==> src/rtl/core/apsp_pkg.sv <==
// Shared types and constants of the all-pairs shortest path block.
package apsp_pkg;

  localparam int MAX_VERTICES = 16;
  localparam int VIDX_W       = $clog2(MAX_VERTICES);
  localparam int ADDR_W       = 2 * VIDX_W;
  localparam int VC_W         = 5;
  localparam int WEIGHT_W     = 16;
  localparam int DIST_W       = 32;

  localparam logic [VC_W-1:0] VC_RESET = VC_W'(16);

  // Saturation bounds of a relaxed sum.
  localparam logic signed [DIST_W:0] DIST_MAX = 33'sd2147483646;
  localparam logic signed [DIST_W:0] DIST_MIN = -33'sd2147483647;

  typedef enum logic [1:0] {
    OP_CLEAR = 2'd0,
    OP_SET   = 2'd1,
    OP_SOLVE = 2'd2,
    OP_READ  = 2'd3
  } apsp_op_e;

  typedef enum logic [2:0] {
    ST_IDLE,
    ST_CLEAR,
    ST_READ,
    ST_ROW,
    ST_ROW_WAIT,
    ST_FETCH,
    ST_SUM,
    ST_UPDATE
  } apsp_state_e;

endpackage

==> src/rtl/core/apsp_relax.sv <==
// Shared relaxation unit: saturating add into a register, then compare.
module apsp_relax (
  input  logic                                clk_i,
  input  logic                                en_i,
  input  logic signed [apsp_pkg::DIST_W-1:0]  dik_i,
  input  logic signed [apsp_pkg::DIST_W-1:0]  dkj_i,
  input  logic signed [apsp_pkg::DIST_W-1:0]  dij_i,
  output logic signed [apsp_pkg::DIST_W-1:0]  sum_o,
  output logic                                take_o
);
  import apsp_pkg::*;

  logic signed [DIST_W:0]   sum_full;
  logic signed [DIST_W-1:0] sum_sat;
  logic signed [DIST_W-1:0] sum_q;
  logic signed [DIST_W-1:0] dij_q;

  assign sum_full = {dik_i[DIST_W-1], dik_i} + {dkj_i[DIST_W-1], dkj_i};

  always_comb begin
    if (sum_full > DIST_MAX) begin
      sum_sat = DIST_MAX[DIST_W-1:0];
    end else if (sum_full < DIST_MIN) begin
      sum_sat = DIST_MIN[DIST_W-1:0];
    end else begin
      sum_sat = sum_full[DIST_W-1:0];
    end
  end

  always_ff @(posedge clk_i) begin
    if (en_i) begin
      sum_q <= sum_sat;
      dij_q <= dij_i;
    end
  end

  assign sum_o  = sum_q;
  assign take_o = sum_q < dij_q;

endmodule

==> config.mk <==
export PLATFORM = sky130hd
export DESIGN_NAME = apsp_relax
export DESIGN_NICKNAME = d
export VERILOG_FILES = /design/src/rtl/core/apsp_pkg.sv /design/src/rtl/core/apsp_relax.sv
export SDC_FILE = /design/constraint.sdc
export NUM_CORES = 1
export LEC_CHECK = 0
export ABC_CLOCK_PERIOD_IN_PS = 9800
export BUFFER_PORTS_ARGS = -buffer_cell sky130_fd_sc_hd__clkbuf_2
export CORE_ASPECT_RATIO = 0.5
export CORE_MARGIN = 4
export CORE_UTILIZATION = 25
export DETAILED_ROUTE_END_ITERATION = 8
export GPL_TIMING_DRIVEN = 0
export PLACE_DENSITY = 0.49
export SYNTH_ARGS = -nofsm -noshare
export SYNTH_HDL_FRONTEND = slang
export SYNTH_SLANG_ARGS = --single-unit
==> constraint.sdc <==
create_clock -name clk_i -period 9.8 [get_ports clk_i]
set_input_delay 0.98 -clock clk_i [delete_from_list [all_inputs] [get_ports clk_i]]
set_output_delay 0.98 -clock clk_i [all_outputs]
set_load 0.005 [all_outputs]
==> reports/metrics.yaml <==
preCtsSetupSlack_ns: 4.891
antenna_left: 0
postCtsSetupRepairBufs: 0
synth_nets: 697
clk_path_buf_depth: 2
cts-root-buf: "clkbuf_16"
num_vias: 4495
yosysMostFrequentCell: "edfxtp_1"
maxCapViolations: 0
cts.htree.levels: 3
powerDensity_nw_per_um2: 161.2
core_um2: 19730
min_path_type: "input pin to register"
rsz0062_at_grt: "no"
finalSetupTns_ns: 0
via_per_inst: 4.747
worstPathArrival_ns: 4.59
outcome: "finished, final reports clean"
syn_area_um2: 5094
grt_pass1_vias: 4454
grt_max_degree: 65
syn_inst: 535
netlist_top_cells_count: "edfxtp_1, ha_1, o21ai_0, inv_1, nand2_1"
grt.total_usage_pct: 12.68
antenna_found_initial: 0
synth-edff-count: 64
path_cells: "clkbuf_2 -> ha_1 -> buf_2 -> a21oi_1 -> o21ai_0 -> a221oi_1 -> o22a_1 -> o21ai_0 -> a221o_1 -> clkbuf_1 -> nor2_1 -> clkbuf_1 -> o21ai_0"
nNetsFinal: 838
crit_required_ns: 9.81
switching_share_pct: 32.78
crit_type: "input pin to register"
synth_top_cell_by_area: "edfxtp_1"
ctsHoldBuffers: 0
ys.flop_type: "edfxtp_1"
synth.area.top_cells: "edfxtp_1, ha_1, o21ai_0"
synth.top_cell.area_share_pct: 37.73
cts_made_buffers: 9
wirelength_um: 14590
die_h_um: 108.9
crit_path_frequent_cell: "o21ai_0"
p_clk_share_pct: 29.5
grt_pass1_wl_um: 23160
gp_congestion: 0.8234
final_cells: 947
vdd_drop_max_v: 0.00008080
start_kind: "input pin"
tritoncts: "built"
finalWorstSetupSlack_ns: 5.219
start_util_pct: 25.82
drt-wirelength-per-cell_um: 15.40
async_flop_share_pct: 0
max_freq_mhz: 218.3
grt_overflow_total: 0
clkSinkCount: 64
num_rows: 36
boundaryPins: 131
critical-path-slowest-cell: "a221oi_1"
worstMarginPinSlew_ns: 0.9471
power_frac_comb_pct: 33.7
relSlewSlack_pct: 36.86
die_area_um2: 22860
crit_path_end_kind: "register"
setup_viol: 0
hold_violations: 0
drc_errors: 0
hpwl_um: 12140
ys_seq_area_share_pct: 37.73
cts_resized: 0
dp.cells: 931
fin_crit_ns: 4.581
p_leak_nw: 2.807
report.final.slew_viol_count: 0
power.switching_mw: 0.3362
antenna_cells: 0
placement.io_buffers: 130
fin_crit_sh_pct: 46.75
drt_iter0_drc: 164
dieWidth_um: 209.9
drive_above_1_share_pct: 23.94
yosysWarnings: 0
synth-seq-cells: 64
path_max_fanout: 10
p_int_mw: 0.6893
p_seq_share_pct: 36.8
crit_path_max_incr_delay_ns: 0.66
synthDistinctLibCells: 67
syn_avg_cell_area_um2: 9.521
clkTransAtPathRegs_ns: 0.05
syn2layout_area_growth_pct: 24.86
drt_pass1_iterations: 4
stage by stage:
stage	util [%]	hold slack (ns)	area [um2]	total power, mW
after global placement	30.80	1.158	6077	0.7275
after detailed placement	30.82	1.159	6080	0.7306
after CTS	32.24	0.8098	6360	1.042
after floorplan	-	1.079	5094	0.5896
after global routing	32.24	0.8137	6360	1.100
final	32.24	0.8296	6360	1.025
metal layers:
layer  routed length (um)  global-route usage [%]
met5                    0                       0
met4                  136                   3.304
met3                  493                   1.581
met2                 6377                   19.52
met1                 7582                   18.84
area by class of cell:
cell class | count | area, um2
fillers | 2124 | 13370
well taps | 266 | 332.8
clock buffers | 11 | 232.7
inverters | 42 | 157.7
clock inverters | 5 | 47.55
repair buffers | 130 | 653.1
multi-input cells | 413 | 2947
flip-flops and latches | 64 | 1922
plain buffers | 16 | 67.56
critical path: cells and delay by family:
| kind | cells | cell delay (ns) |
|---|---|---|
| fa+ha+maj | 1 | 0.27 |
| simple gates | 1 | 0.37 |
| compound gates | 7 | 2.14 |
| buf+inv | 4 | 0.81 |
path summary, 6_finish.rpt:
kind	start	to	slack, ns	cells after the start
worst min-delay path	dij_i[14]	dij_q[14]$_DFFE_PP_	0.83	1
worst max-delay path	dik_i[17]	sum_o[17]$_SDFFCE_PN1P_	5.22	13
placed cells by master (no fill, tap or decap), types with 6 or more instances in the layout:
master     instances
a211oi_1           7
a21o_1            18
a21oi_1           38
buf_2              6
clkbuf_1          12
clkbuf_16          9
clkbuf_2         129
edfxtp_1          64
ha_1              63
inv_1             42
nand2_1           42
nand3_1            6
nand4_1           18
nor2_1            37
nor3_1            12
o211ai_1           7
o21a_1             6
o21ai_0           48
xnor2_1           14
xor2_1            10
registers in the layout, indices dropped and copies added, names as in the netlist:
register and cells:
dij_q 32, sum_o 32
cell families (layout without fill, tap and decap cells):
family / count (synthesis) / in the layout / synth area share [%]
compound gates: 162 / 162 / 20.61
simple gates: 157 / 157 / 16.04
fa+ha+maj: 68 / 68 / 16.65
flops: 64 / 64 / 37.73
buf+inv: 58 / 204 / 4.422
xor+xnor: 24 / 24 / 4.127
mux: 2 / 2 / 0.4176
power groups by stage:
stage	Combinational (mW)	Clock, mW	Sequential [mW]
5_1_grt	0.394	0.322	0.383
6_report	0.345	0.302	0.378
3_5_place_dp	0.346	0	0.385
4_1_cts	0.348	0.315	0.379
2_1_floorplan	0.212	0	0.377
3_3_place_gp	0.342	0	0.385
Note: power is estimated with default switching activity, not from simulation.
